**src/rtl/utc_to_local_time_dst_top_assert.svh**
```systemverilog
// Assertion macros for the local time converter
`ifndef UTC_TO_LOCAL_TIME_DST_TOP_ASSERT_SVH
`define UTC_TO_LOCAL_TIME_DST_TOP_ASSERT_SVH

// same-cycle implication
`define ULDST_ASSERT_HOLDS(label, clk, rst_n, ante, cons, msg) \
    label: assert property (@(posedge clk) disable iff (!(rst_n)) (ante) |-> (cons)) \
        else $error(msg);

// next-cycle implication
`define ULDST_ASSERT_NEXT(label, clk, rst_n, ante, cons, msg) \
    label: assert property (@(posedge clk) disable iff (!(rst_n)) (ante) |=> (cons)) \
        else $error(msg);

`endif

```
**src/rtl/uldst_pkg.sv**
```systemverilog
`timescale 1ns / 1ps
package uldst_pkg;

    localparam int DST_TABLE_YEARS = 13;
    localparam int DST_IDX_W       = $clog2(DST_TABLE_YEARS);
    localparam int DST_FIRST_YEAR  = 2013;

    localparam logic [3:0] DST_BEGIN_MONTH = 4'd3;
    localparam logic [3:0] DST_END_MONTH   = 4'd11;

    localparam logic [4:0] DST_BEGIN_DAY [DST_TABLE_YEARS] =
        '{5'd10, 5'd9, 5'd8, 5'd13, 5'd12, 5'd11, 5'd10,
          5'd8, 5'd14, 5'd13, 5'd12, 5'd10, 5'd9};
    localparam logic [4:0] DST_END_DAY [DST_TABLE_YEARS] =
        '{5'd3, 5'd2, 5'd1, 5'd6, 5'd5, 5'd4, 5'd3,
          5'd1, 5'd7, 5'd6, 5'd5, 5'd3, 5'd2};

    localparam int APB_AW = 3;
    localparam int APB_DW = 32;
    localparam logic [APB_AW-1:0] REG_ZONE_OFFSET = 3'd0;
    localparam logic [4:0] ZONE_OFFSET_RST = 5'h18;

    localparam logic [4:0] HOURS_PER_DAY = 5'd24;
    localparam logic [3:0] MONTHS_PER_YEAR = 4'd12;
    localparam logic [6:0] YEAR_SHORT_MAX = 7'd99;
    // 2^19 / 100, rounded up; exact for years below 4096
    localparam logic [12:0] RECIP_100 = 13'd5243;
    localparam int RECIP_SHIFT = 19;

    typedef struct packed {
        logic        time_valid;
        logic [11:0] utc_year;
        logic [3:0]  utc_month;
        logic [4:0]  utc_day;
        logic [4:0]  utc_hour;
        logic [5:0]  utc_minute;
        logic [5:0]  utc_second;
    } t_utc_word;

    typedef struct packed {
        logic        result_valid;
        logic [4:0]  local_day;
        logic [3:0]  local_month;
        logic [6:0]  local_year_short;
        logic [4:0]  local_hour;
        logic [5:0]  local_minute;
        logic [5:0]  local_second;
    } t_local_word;

    function automatic logic [4:0] days_in(input logic [3:0] month);
        logic [4:0] d;
        unique case (month)
            4'd2:                      d = 5'd28;
            4'd4, 4'd6, 4'd9, 4'd11:  d = 5'd30;
            default:                   d = 5'd31;
        endcase
        return d;
    endfunction

endpackage

```
**src/rtl/uldst_if.sv**
```systemverilog
`timescale 1ns / 1ps
interface uldst_in_if;
    logic                  valid;
    logic                  ready;
    uldst_pkg::t_utc_word  data;

    modport source (output valid, output data, input ready);
    modport sink   (input valid, input data, output ready);
endinterface

interface uldst_out_if;
    logic                   valid;
    logic                   ready;
    uldst_pkg::t_local_word data;

    modport source (output valid, output data, input ready);
    modport sink   (input valid, input data, output ready);
endinterface

```
**src/rtl/uldst_cfg.sv**
```systemverilog
`timescale 1ns / 1ps
module uldst_cfg (
    input  logic                          i_clk,
    input  logic                          i_rst_n,
    input  logic                          psel,
    input  logic                          penable,
    input  logic                          pwrite,
    input  logic [uldst_pkg::APB_AW-1:0]  paddr,
    input  logic [uldst_pkg::APB_DW-1:0]  pwdata,
    output logic [uldst_pkg::APB_DW-1:0]  prdata,
    output logic                          pready,
    output logic [4:0]                    o_zone_offset
);

    logic [4:0] r_zone_offset;
    logic [4:0] n_zone_offset;
    logic       wr_zone;

    assign pready  = 1'b1;
    assign wr_zone = psel && penable && pwrite && (paddr == uldst_pkg::REG_ZONE_OFFSET);

    always_comb begin
        n_zone_offset = r_zone_offset;
        if (wr_zone) begin
            n_zone_offset = pwdata[4:0];
        end
    end

    always_ff @(posedge i_clk) begin
        if (!i_rst_n) begin
            r_zone_offset <= uldst_pkg::ZONE_OFFSET_RST;
        end else begin
            r_zone_offset <= n_zone_offset;
        end
    end

    always_comb begin
        prdata = '0;
        if (paddr == uldst_pkg::REG_ZONE_OFFSET) begin
            prdata = {{(uldst_pkg::APB_DW-5){1'b0}}, r_zone_offset};
        end
    end

    assign o_zone_offset = r_zone_offset;

endmodule

```
**src/rtl/uldst_conv.sv**
```systemverilog
`timescale 1ns / 1ps
module uldst_conv (
    input  uldst_pkg::t_utc_word   i_word,
    input  logic [4:0]             i_zone_offset,
    output uldst_pkg::t_local_word o_word
);

    localparam logic [11:0] FIRST_YEAR = 12'(uldst_pkg::DST_FIRST_YEAR);
    localparam logic [11:0] TABLE_LEN  = 12'(uldst_pkg::DST_TABLE_YEARS);

    logic [11:0] year_off;
    logic        in_table;
    logic [uldst_pkg::DST_IDX_W-1:0] idx;
    logic [4:0]  begin_day;
    logic [4:0]  end_day;
    logic        after_begin;
    logic        before_end;
    logic        dst_on;
    logic [6:0]  hour_sum;
    logic        borrow;
    logic        carry;
    logic [6:0]  hour_fix;
    logic [3:0]  month;
    logic [4:0]  day;
    logic [3:0]  prev_month;
    logic [4:0]  cur_len;
    logic        year_dec;
    logic        year_inc;
    logic [24:0] recip_prod;
    logic [5:0]  year_q;
    logic [11:0] year_q100;
    logic [6:0]  year_rem;
    logic [6:0]  year_short;

    assign month = i_word.utc_month;
    assign day   = i_word.utc_day;

    assign year_off  = i_word.utc_year - FIRST_YEAR;
    assign in_table  = (i_word.utc_year >= FIRST_YEAR) && (year_off < TABLE_LEN);
    assign idx       = year_off[uldst_pkg::DST_IDX_W-1:0];
    assign begin_day = in_table ? uldst_pkg::DST_BEGIN_DAY[idx] : 5'd0;
    assign end_day   = in_table ? uldst_pkg::DST_END_DAY[idx] : 5'd0;

    // day < 100, so month*100+day compares as (month, day)
    assign after_begin = (month > uldst_pkg::DST_BEGIN_MONTH) ||
                         ((month == uldst_pkg::DST_BEGIN_MONTH) && (day >= begin_day));
    assign before_end  = (month < uldst_pkg::DST_END_MONTH) ||
                         ((month == uldst_pkg::DST_END_MONTH) && (day < end_day));
    assign dst_on      = in_table && after_begin && before_end;

    assign hour_sum = {2'b00, i_word.utc_hour} + {{2{i_zone_offset[4]}}, i_zone_offset}
                    + {6'd0, dst_on};
    assign borrow   = hour_sum[6];
    assign carry    = !hour_sum[6] && (hour_sum[5:0] >= {1'b0, uldst_pkg::HOURS_PER_DAY});

    always_comb begin
        hour_fix = hour_sum;
        if (borrow) begin
            hour_fix = hour_sum + {2'b00, uldst_pkg::HOURS_PER_DAY};
        end else if (carry) begin
            hour_fix = hour_sum - {2'b00, uldst_pkg::HOURS_PER_DAY};
        end
    end

    assign prev_month = (month <= 4'd1) ? uldst_pkg::MONTHS_PER_YEAR : month - 4'd1;
    assign cur_len    = uldst_pkg::days_in(month);

    // year mod 100 by reciprocal multiply
    assign recip_prod = 25'(i_word.utc_year) * 25'(uldst_pkg::RECIP_100);
    assign year_q     = recip_prod[24:uldst_pkg::RECIP_SHIFT];
    assign year_q100  = {year_q, 6'd0} + {1'b0, year_q, 5'd0} + {4'd0, year_q, 2'd0};
    assign year_rem   = 7'(i_word.utc_year - year_q100);

    always_comb begin
        o_word                  = '0;
        year_dec                = 1'b0;
        year_inc                = 1'b0;
        year_short              = year_rem;
        o_word.result_valid     = 1'b1;
        o_word.local_day        = day;
        o_word.local_month      = month;
        o_word.local_hour       = hour_fix[4:0];
        o_word.local_minute     = i_word.utc_minute;
        o_word.local_second     = i_word.utc_second;
        if (borrow) begin
            if (day <= 5'd1) begin
                o_word.local_month = prev_month;
                o_word.local_day   = uldst_pkg::days_in(prev_month);
                year_dec           = (month <= 4'd1);
            end else begin
                o_word.local_day = day - 5'd1;
            end
        end else if (carry) begin
            if (day >= cur_len) begin
                o_word.local_day = 5'd1;
                if (month >= uldst_pkg::MONTHS_PER_YEAR) begin
                    o_word.local_month = 4'd1;
                    year_inc           = 1'b1;
                end else begin
                    o_word.local_month = month + 4'd1;
                end
            end else begin
                o_word.local_day = day + 5'd1;
            end
        end
        if (year_dec) begin
            year_short = (year_rem == 7'd0) ? uldst_pkg::YEAR_SHORT_MAX : year_rem - 7'd1;
        end else if (year_inc) begin
            year_short = (year_rem == uldst_pkg::YEAR_SHORT_MAX) ? 7'd0 : year_rem + 7'd1;
        end
        o_word.local_year_short = year_short;
        if (!i_word.time_valid) begin
            o_word = '0;
        end
    end

endmodule

```
**src/rtl/utc_to_local_time_dst_top.sv**
```systemverilog
// A word accepted on i_utc waits in the input register; its converted result
// is taken into the result register and offered on o_local. Throughput: one
// word per cycle while o_local.ready holds, each stage advancing when free.
// Reset (synchronous, active low) empties both stages and sets the zone
// offset to -8 hours.
`timescale 1ns / 1ps
module utc_to_local_time_dst_top (
    input  logic                          i_clk,
    input  logic                          i_rst_n,
    uldst_in_if.sink                      i_utc,
    uldst_out_if.source                   o_local,
    input  logic                          psel,
    input  logic                          penable,
    input  logic                          pwrite,
    input  logic [uldst_pkg::APB_AW-1:0]  paddr,
    input  logic [uldst_pkg::APB_DW-1:0]  pwdata,
    output logic [uldst_pkg::APB_DW-1:0]  prdata,
    output logic                          pready
);

`include "utc_to_local_time_dst_top_assert.svh"

    logic                   r_s1_v;
    logic                   n_s1_v;
    uldst_pkg::t_utc_word   r_s1_word;
    logic                   r_s2_v;
    logic                   n_s2_v;
    uldst_pkg::t_local_word r_s2_word;
    uldst_pkg::t_local_word conv_word;
    logic [4:0]             zone_offset;
    logic                   s1_ready;
    logic                   s2_ready;
    logic                   s1_load;
    logic                   s2_load;

    uldst_cfg u_cfg (
        .i_clk         (i_clk),
        .i_rst_n       (i_rst_n),
        .psel          (psel),
        .penable       (penable),
        .pwrite        (pwrite),
        .paddr         (paddr),
        .pwdata        (pwdata),
        .prdata        (prdata),
        .pready        (pready),
        .o_zone_offset (zone_offset)
    );

    uldst_conv u_conv (
        .i_word        (r_s1_word),
        .i_zone_offset (zone_offset),
        .o_word        (conv_word)
    );

    assign s2_ready    = !r_s2_v || o_local.ready;
    assign s1_ready    = !r_s1_v || s2_ready;
    assign i_utc.ready = s1_ready;
    assign s1_load     = i_utc.valid && s1_ready;
    assign s2_load     = r_s1_v && s2_ready;

    always_comb begin
        n_s1_v = r_s1_v;
        if (s1_ready) begin
            n_s1_v = i_utc.valid;
        end
        n_s2_v = r_s2_v;
        if (s2_ready) begin
            n_s2_v = r_s1_v;
        end
    end

    always_ff @(posedge i_clk) begin
        if (!i_rst_n) begin
            r_s1_v <= 1'b0;
            r_s2_v <= 1'b0;
        end else begin
            r_s1_v <= n_s1_v;
            r_s2_v <= n_s2_v;
        end
    end

    always_ff @(posedge i_clk) begin
        if (s1_load) begin
            r_s1_word <= i_utc.data;
        end
        if (s2_load) begin
            r_s2_word <= conv_word;
        end
    end

    assign o_local.valid = r_s2_v;
    assign o_local.data  = r_s2_word;

    `ULDST_ASSERT_HOLDS(a_invalid_zero, i_clk, i_rst_n,
        r_s2_v && !r_s2_word.result_valid, r_s2_word == '0,
        "invalid word not all zero")
    `ULDST_ASSERT_HOLDS(a_hour_range, i_clk, i_rst_n,
        r_s2_v && r_s2_word.result_valid,
        r_s2_word.local_hour < uldst_pkg::HOURS_PER_DAY,
        "local hour out of range")
    `ULDST_ASSERT_HOLDS(a_year_range, i_clk, i_rst_n,
        r_s2_v && r_s2_word.result_valid,
        r_s2_word.local_year_short <= uldst_pkg::YEAR_SHORT_MAX,
        "short year out of range")
    `ULDST_ASSERT_NEXT(a_s1_fill, i_clk, i_rst_n,
        i_utc.valid && i_utc.ready, r_s1_v,
        "accepted word lost at input stage")
    `ULDST_ASSERT_NEXT(a_s2_fill, i_clk, i_rst_n,
        s2_load, r_s2_v,
        "word lost between stages")

endmodule

```
**src/flat_wrapper.sv**
```systemverilog
// flat-port wrapper written by rule: the top's interface ports become plain ports
module utc_to_local_time_dst_top_flat 
  (i_clk, i_rst_n, psel, penable, pwrite, paddr, pwdata, prdata, pready, i_utc_valid, i_utc_data, i_utc_ready, o_local_valid, o_local_data, o_local_ready);
  uldst_in_if i_utc_i ();
  uldst_out_if o_local_i ();
  input  logic i_clk;
  input  logic i_rst_n;
  input  logic psel;
  input  logic penable;
  input  logic pwrite;
  input  logic [uldst_pkg::APB_AW-1:0] paddr;
  input  logic [uldst_pkg::APB_DW-1:0] pwdata;
  output logic [uldst_pkg::APB_DW-1:0] prdata;
  output logic pready;
  input wire logic [$bits(i_utc_i.valid)-1:0] i_utc_valid;
  input wire logic [$bits(i_utc_i.data)-1:0] i_utc_data;
  output wire logic [$bits(i_utc_i.ready)-1:0] i_utc_ready;
  output wire logic [$bits(o_local_i.valid)-1:0] o_local_valid;
  output wire logic [$bits(o_local_i.data)-1:0] o_local_data;
  input wire logic [$bits(o_local_i.ready)-1:0] o_local_ready;
  assign i_utc_i.valid = i_utc_valid;
  assign i_utc_i.data = i_utc_data;
  assign i_utc_ready = i_utc_i.ready;
  assign o_local_valid = o_local_i.valid;
  assign o_local_data = o_local_i.data;
  assign o_local_i.ready = o_local_ready;
  utc_to_local_time_dst_top u_core (.i_clk(i_clk), .i_rst_n(i_rst_n), .i_utc(i_utc_i), .o_local(o_local_i), .psel(psel), .penable(penable), .pwrite(pwrite), .paddr(paddr), .pwdata(pwdata), .prdata(prdata), .pready(pready));
endmodule
```
**config.mk**
```make
export PLATFORM = sky130hd
export DESIGN_NAME = utc_to_local_time_dst_top_flat
export DESIGN_NICKNAME = d
export VERILOG_FILES = /design/src/rtl/uldst_pkg.sv /design/src/rtl/uldst_if.sv /design/src/rtl/uldst_cfg.sv /design/src/rtl/uldst_conv.sv /design/src/rtl/utc_to_local_time_dst_top.sv /design/src/flat_wrapper.sv
export VERILOG_INCLUDE_DIRS = /design/src /design/src/rtl
export SDC_FILE = /design/constraint.sdc
export NUM_CORES = 1
export LEC_CHECK = 0
export BUFFER_PORTS_ARGS = -buffer_cell sky130_fd_sc_hd__buf_2
export CAP_MARGIN = 15
export CELL_PAD_IN_SITES_DETAIL_PLACEMENT = 0
export CELL_PAD_IN_SITES_GLOBAL_PLACEMENT = 1
export CORE_AREA = 2 2 130 144
export CTS_CLUSTER_DIAMETER = 40
export DETAILED_ROUTE_END_ITERATION = 10
export DIE_AREA = 0 0 132 146
export PLACE_DENSITY = 0.81
export SKIP_LAST_GASP = 1
export SLEW_MARGIN = 20
export SYNTH_ARGS = -nofsm -noshare
export SYNTH_HDL_FRONTEND = slang
export SYNTH_SLANG_ARGS = --single-unit
export TNS_END_PERCENT = 10
```
**constraint.sdc**
```tcl
create_clock -name i_clk -period 8 [get_ports i_clk]
set_input_delay 0.8 -clock i_clk [delete_from_list [all_inputs] [get_ports i_clk]]
set_output_delay 0.8 -clock i_clk [all_outputs]
set_load 0.01 [all_outputs]
```
## Yosys cells after proc, flatten, opt, wreduce, memory -nomap -nowiden

Memories as Yosys holds them, arrays and structs flattened.
Cells that the tools add are included.

| storage, ports and cells | value |
|---|---|
| memories | 2 |
| logic and storage cells | 111 |
| output and inout bits | 69 |
| bits of input ports | 81 |
| register bits after elaboration | 80 |
| ROM bits | 160 |

Memories:

| memory | words | width | read ports | clocked after Yosys merged registers in | write ports | line | source |
|---|---|---|---|---|---|---|---|
| (name not given) | 16 | 5 | 1 | 0 | 0 | uldst_conv.sv:42 | `assign end_day = in_table ? uldst_pkg::DST_END_DAY[idx] : 5'd0;` |
| (name not given) | 16 | 5 | 1 | 0 | 0 | uldst_conv.sv:41 | `assign begin_day = in_table ? uldst_pkg::DST_BEGIN_DAY[idx] : 5'd0;` |

| operators by class | value |
|---|---|
| reductions and logical operators | 22 |
| multiplexer cells | 30 |
| $mul | 1 |
| $lt $le $gt $ge | 12 |
| add/subtract/negate cells | 14 |
| bitwise logic cells | 1 |
| equality and inequality tests | 12 |

Operators with widths:

| cell | number |
|---|---|
| 2-to-1 mux 5 bit | 11 |
| 2-to-1 mux 34 bit | 1 |
| 2-to-1 mux 7 bit | 4 |
| multiplier 12 x 13 -> 24 bit, second input constant | 1 |
| 2-to-1 mux 9 bit | 2 |
| equality test 4 x 3 -> 1 bit, second input constant | 4 |
| equality test 4 bit, second input constant | 4 |
| 2-to-1 mux 4 bit | 4 |
| adder 7 bit | 2 |
| equality test 4 x 2 -> 1 bit, second input constant | 3 |
| >= comparator 12 x 11 -> 1 bit, second input constant | 1 |
| < comparator 12 x 4 -> 1 bit, second input constant | 1 |
| subtractor 12 x 11 -> 12 bit, second input constant | 1 |
| logical AND 1 bit | 11 |
| >= comparator 5 bit | 2 |
| one-hot mux 2 bit (2 select lines) | 2 |
| OR reduction 4 bit | 2 |
| adder 6 x 5 -> 7 bit | 1 |
| adder 7 x 1 -> 7 bit | 1 |
| adder 7 x 1 -> 7 bit, second input constant | 1 |
| equality test 7 bit, second input constant | 1 |
| logical NOT 7 bit | 1 |
| subtractor 7 x 1 -> 7 bit, second input constant | 1 |
| subtractor 7 bit | 1 |
| 19 further kinds | 29 |

## Depth between registers and ports, before layout

| logic depth | value |
|---|---|
| word-level depth | 19 |
| depth in mapped cells | 32 |
| mapped depth without buffers | 30 |

## By module

Synthesis repeated with hierarchy kept, for this count alone.

| second synthesis, totals | value |
|---|---|
| cells, all modules | 757 |
| area, all modules | 7,805.0 um2 |

By module, submodules not included:

| module | area an instance (um2) | sequential area each (um2) | cells each | instances |
|---|---|---|---|---|
| uldst_conv | 5,031.1 | 0.0 | 615 | 1 |
| utc_to_local_time_dst_top | 2,296.0 | 2,232.1 | 82 | 1 |
| uldst_cfg | 478.0 | 100.1 | 60 | 1 |

## Least setup slack after synthesis

OpenSTA, ideal clock, no wires.

| timing | value |
|---|---|
| path type | register to register |
| start point | reg u_core.r_s1_word[32] (netlist name) |
| end point | reg u_core.r_s2_word (netlist bit u_core.o_local.data[23]), data pin |
| clock period less this slack | 7.137 ns |
| buffers on the path | 1 |
| slack | 0.863 ns |
| arrival | 6.871 ns |
| library setup time | 0.265 ns |
| required time | 7.735 ns |
| cell stages (with the launch flop) | 27 |
| cells stage by stage | edfxtp_1 > inv_1 > fa_1 > fa_1 > fa_1 > inv_1 > fa_1 > fa_1 > ha_1 > and3_1 > a221oi_1 > o21ai_2 > o211a_1 > o22ai_1 > xnor2_1 > ha_1 > ha_1 > inv_1 > ha_1 > or3_1 > nand2_1 > and3_1 > clkbuf_1 > nand2_1 > nand3_1 > a311oi_1 > or3_1 |

| on the way | value |
|---|---|
| cells in the longest elaborated chain, start to end | 16 |
| elaborated cells on any way between the ends | 33 |
| classes of those cells | 7 x add/sub; 1 x mul; 5 x order compare; 1 x eq/ne; 9 x mux; 10 x reduce/logical |

Ends and longest elaborated chain:

| element | line | source |
|---|---|---|
| start, declared | utc_to_local_time_dst_top.sv:25 | `uldst_pkg::t_utc_word r_s1_word;` |
| start signal, assigned | utc_to_local_time_dst_top.sv:84 | `r_s1_word <= i_utc.data;` |
| parallel branches: the longest is 15 deep, another holds multiplier 12 x 13 -> 24 bit | -- |  |
| 2-to-1 mux 7 bit * | uldst_conv.sv:106 | `if (year_dec) begin` |
| end signal, assigned | utc_to_local_time_dst_top.sv:87 | `r_s2_word <= conv_word;` |
| end, declared | utc_to_local_time_dst_top.sv:28 | `uldst_pkg::t_local_word r_s2_word;` |

Every way passes the cells marked *.
A chain may end at the register's enable or synchronous reset.

## Worst setup path after layout

| timing | value |
|---|---|
| start point | reg u_core.r_s1_word[34] (netlist name) |
| end point | reg u_core.r_s2_word (netlist bit u_core.o_local.data[23]), data pin |

Same word-level chain as after synthesis.

==> reports/qor.txt <==
outcome -> finished, final reports clean
Comb pwr share -> 0.648
synth top area cells -> edfxtp_1 28%, ha_1 19%, fa_1 12%, inv_1 5.3%, buf_4 2.7%
Die X -> 132 µm
Hold Crit Class -> flip-flop to flip-flop
vias in the first global route -> 5538
Slowest-stage cell, CP -> fa_1
share of cells above drive strength 1 -> 0.166
Final Wtd Congestion -> 0.830
syn_area_per_cell -> 10.1 µm²
final net count -> 1111
fin util -> 0.494
RSZ-0062 raised after global routing -> no
cell-internal power -> 1520 µW
VDD IR-drop max -> 388 µV
PortBufs -> 94
Antenna Nets Post-Route -> 0
register share of total power -> 0.194
Rel. slew slack -> 0.312
pwr dens -> 313 nW/µm²
Clock Skew -> 0.00942 ns
clock root buffer -> clkbuf_16
Syn Std Cell Area -> 7720 µm²
arrival time at the worst endpoint -> 7.44 ns
H-Tree Depth -> 3
clk sinks -> 80
Post-synth ARST share -> 0
f_max -> 136 MHz
max-slew violations -> 0
Post-synth EDFFs -> 73
worst hold stages -> 1
Max Cap Violations -> 0
area of the multi-input gates -> 4790 µm²
Most Used Layer, Global Route -> met2
Reg2Reg Depth -> 25
Hold Path Origin -> u_core.r_s1_word[4]
vias -> 5496
initial antenna violation count -> 0
worst skew pair latency -> 0.34 ns
Pre-Repair DR Iteration Count -> 4
Clk pin slew, worst setup/hold paths -> 0.07 ns
CP required -> 8.09 ns
post-detail-place hpwl -> 13100 µm
CP peak stage delay -> 0.56 ns
CP Launch Type -> flip-flop
drt first-iter violations -> 214
FF-to-FF setup slack -> 0.65 ns
post_cts resized -> 0
Hold Path Sink -> u_core.o_local.data[4]
post-synthesis simple-gate area fraction -> 0.131
Overall Global Routing Usage -> 0.180
crit-path most repeated cell -> fa_1
Fillers -> 1676
Synth Register Bits -> 80
maximum root-to-sink buffer count -> 2
CTS tree -> yes
Unique masters post-synth -> 72
net switching power -> 1210 µW
worst hold margin -> 0.521 ns
mux contribution to synthesized area -> 0.0118
Post-CTS Setup Bufs -> 0
Core Area -> 17700 µm²
Ports -> 150
worst r2r dst -> u_core.o_local.data[23]
# diodes -> 0
Cells after DPL -> 1092
GR Util met1 -> 0.227
post-synthesis compound-gate area fraction -> 0.113
Critical Path Fanout Max -> 12
largest net degree at the start of global routing -> 40
Cell Rows -> 51
cells after synthesis -> 766
Clock power frac -> 0.158
hold_buf cts -> 0
routed wire length -> 16600 µm
Post-Synth XOR/XNOR Area -> 0.0362
initial cell density of the core -> 0.437
Synth Area in Adders -> 0.315
top-area cell type share of the netlist area -> 0.284
LEAKAGE -> 0.00408 µW
critical path type -> flip-flop to flip-flop
largest area contributor in the netlist -> edfxtp_1
Residual DRC -> 0
Num CTS Buffers -> 9
final hold vios -> 0
yosys warns -> 0
Synth Flop Type -> edfxtp_1
WL/cell -> 15.0 µm
GRT Residual Overflow -> 0
setup TNS -> 0 ns
first-pass GRT wire length -> 27700 µm
met3 GRT Util -> 0.0206
Final Non-Filler Cells -> 1108
sequential share of the synthesized area -> 0.302
switch share -> 0.445
largest family of logic cells by synthesized area -> adder cells
die height -> 146 µm
post-layout min period -> 7.35 ns
crit end category -> flip-flop
Area Growth Syn to Fin -> 13.1%
Vias/cell -> 4.96
met2 usage -> 0.321
die area -> 19300 µm²
fin crit share -> 0.918
register area -> 2330 µm²
Setup Viol. Count Final -> 0
r2r startpoint -> u_core.r_s1_word[34]
Worst Tran Pin Value -> 1.03 ns
[power groups by stage]
stage	sequential (µW)	clock (µW)	combinational, µW
CTS	529	441	1800
detailed placement	538	0	1780
finish	529	430	1770
global placement	538	0	1770
floorplan	543	0	1420
global route	532	455	2010
[sequential cells by signal (all words and copies together) (netlist names)]
signal                      flops
u_core.o_local.data            34
u_core.o_local.valid            1
u_core.r_s1_v                   1
u_core.r_s1_word               39
u_core.u_cfg.o_zone_offset      5
[through the flow]
stage	total power (µW)	area, µm²	worst slack, ns
6_report	2730	8730	0.653
5_1_grt	3000	8730	0.276
4_1_cts	2770	8730	0.599
3_5_place_dp	2320	8420	0.629
3_3_place_gp	2310	8420	0.664
2_1_floorplan	1970	7820	0.863
[logic make-up after synthesis]
group / Yosys count
compound gates: 128
xor+xnor: 30
fa+ha+maj: 166
buf+inv: 157
flops: 80
mux: 9
other cells: 2
simple gates: 194
[cells in the final DEF, fill, tap and decap left out, types with 4 or more instances in the layout]
cell and n:
ha_1 118, inv_1 108, buf_2 94, edfxtp_1 73, fa_1 47, nor2_1 42, nand2_1 35, a21oi_1 32
conb_1 28, o21ai_0 23, xnor2_1 23, and2_1 21, nor3_1 20, buf_4 17, nand3_1 15, nand2b_1 14
nor2b_1 10, clkbuf_16 9, or3_1 8, mux2i_1 8, and3_1 7, a21o_1 7, dfxtp_1 7, xor2_1 6
a31oi_1 5, o21ai_1 5, o211a_1 4, o21a_1 4, a211oi_1 4
[worst max-delay path: cells and delay by family (launching register included)]
family	cells	cell delay (ns)
flip-flops	1	0.39
AND/OR/NAND/NOR	3	0.58
XOR/XNOR	4	0.89
adder cells (fa/ha/maj)	9	3.71
buffers and inverters	3	0.30
AO/OA/AOI/OAI	6	1.23
[area by class of cell]
class | count | share of cell area
sequential | 80 | 0.267
multi-input combinational | 555 | 0.549
clock inverter | 7 | 0.00889
timing repair buffer | 111 | 0.0685
tap | 238 | 0.0341
clock buffer | 9 | 0.0258
inverter | 108 | 0.0465
[synthesized netlist by cell type, types with 20 or more instances]
| cell type | instances |
|---|---|
| and2_1 | 22 |
| inv_1 | 108 |
| xnor2_1 | 23 |
| nand2_1 | 35 |
| fa_1 | 47 |
| clkbuf_1 | 20 |
| o21ai_0 | 23 |
| edfxtp_1 | 73 |
| a21oi_1 | 32 |
| nor3_1 | 20 |
| ha_1 | 118 |
| buf_4 | 28 |
| nor2_1 | 42 |
[metal layers]
metal,wire [µm],vias to the layer above
li1,-,2794
met1,7410,2576
met2,8460,104
met3,432,22
met4,332,0
met5,0,-
[how the worst max path moves through the flow]
stage / from / endpoint / slack [ns] / cells past startpoint
finish: u_core.r_s1_word[34] / u_core.o_local.data[23] / 0.65 / 25
global route: u_core.r_s1_word[34] / u_core.o_local.data[23] / 0.28 / 25
CTS: u_core.r_s1_word[34] / u_core.o_local.data[23] / 0.60 / 25
detailed placement: u_core.r_s1_word[31] / u_core.o_local.data[23] / 0.63 / 25
global placement: u_core.r_s1_word[34] / u_core.o_local.data[23] / 0.66 / 25
floorplan: u_core.r_s1_word[32] / u_core.o_local.data[23] / 0.86 / 26
No activity file was read; power rests on OpenSTA's default activity.
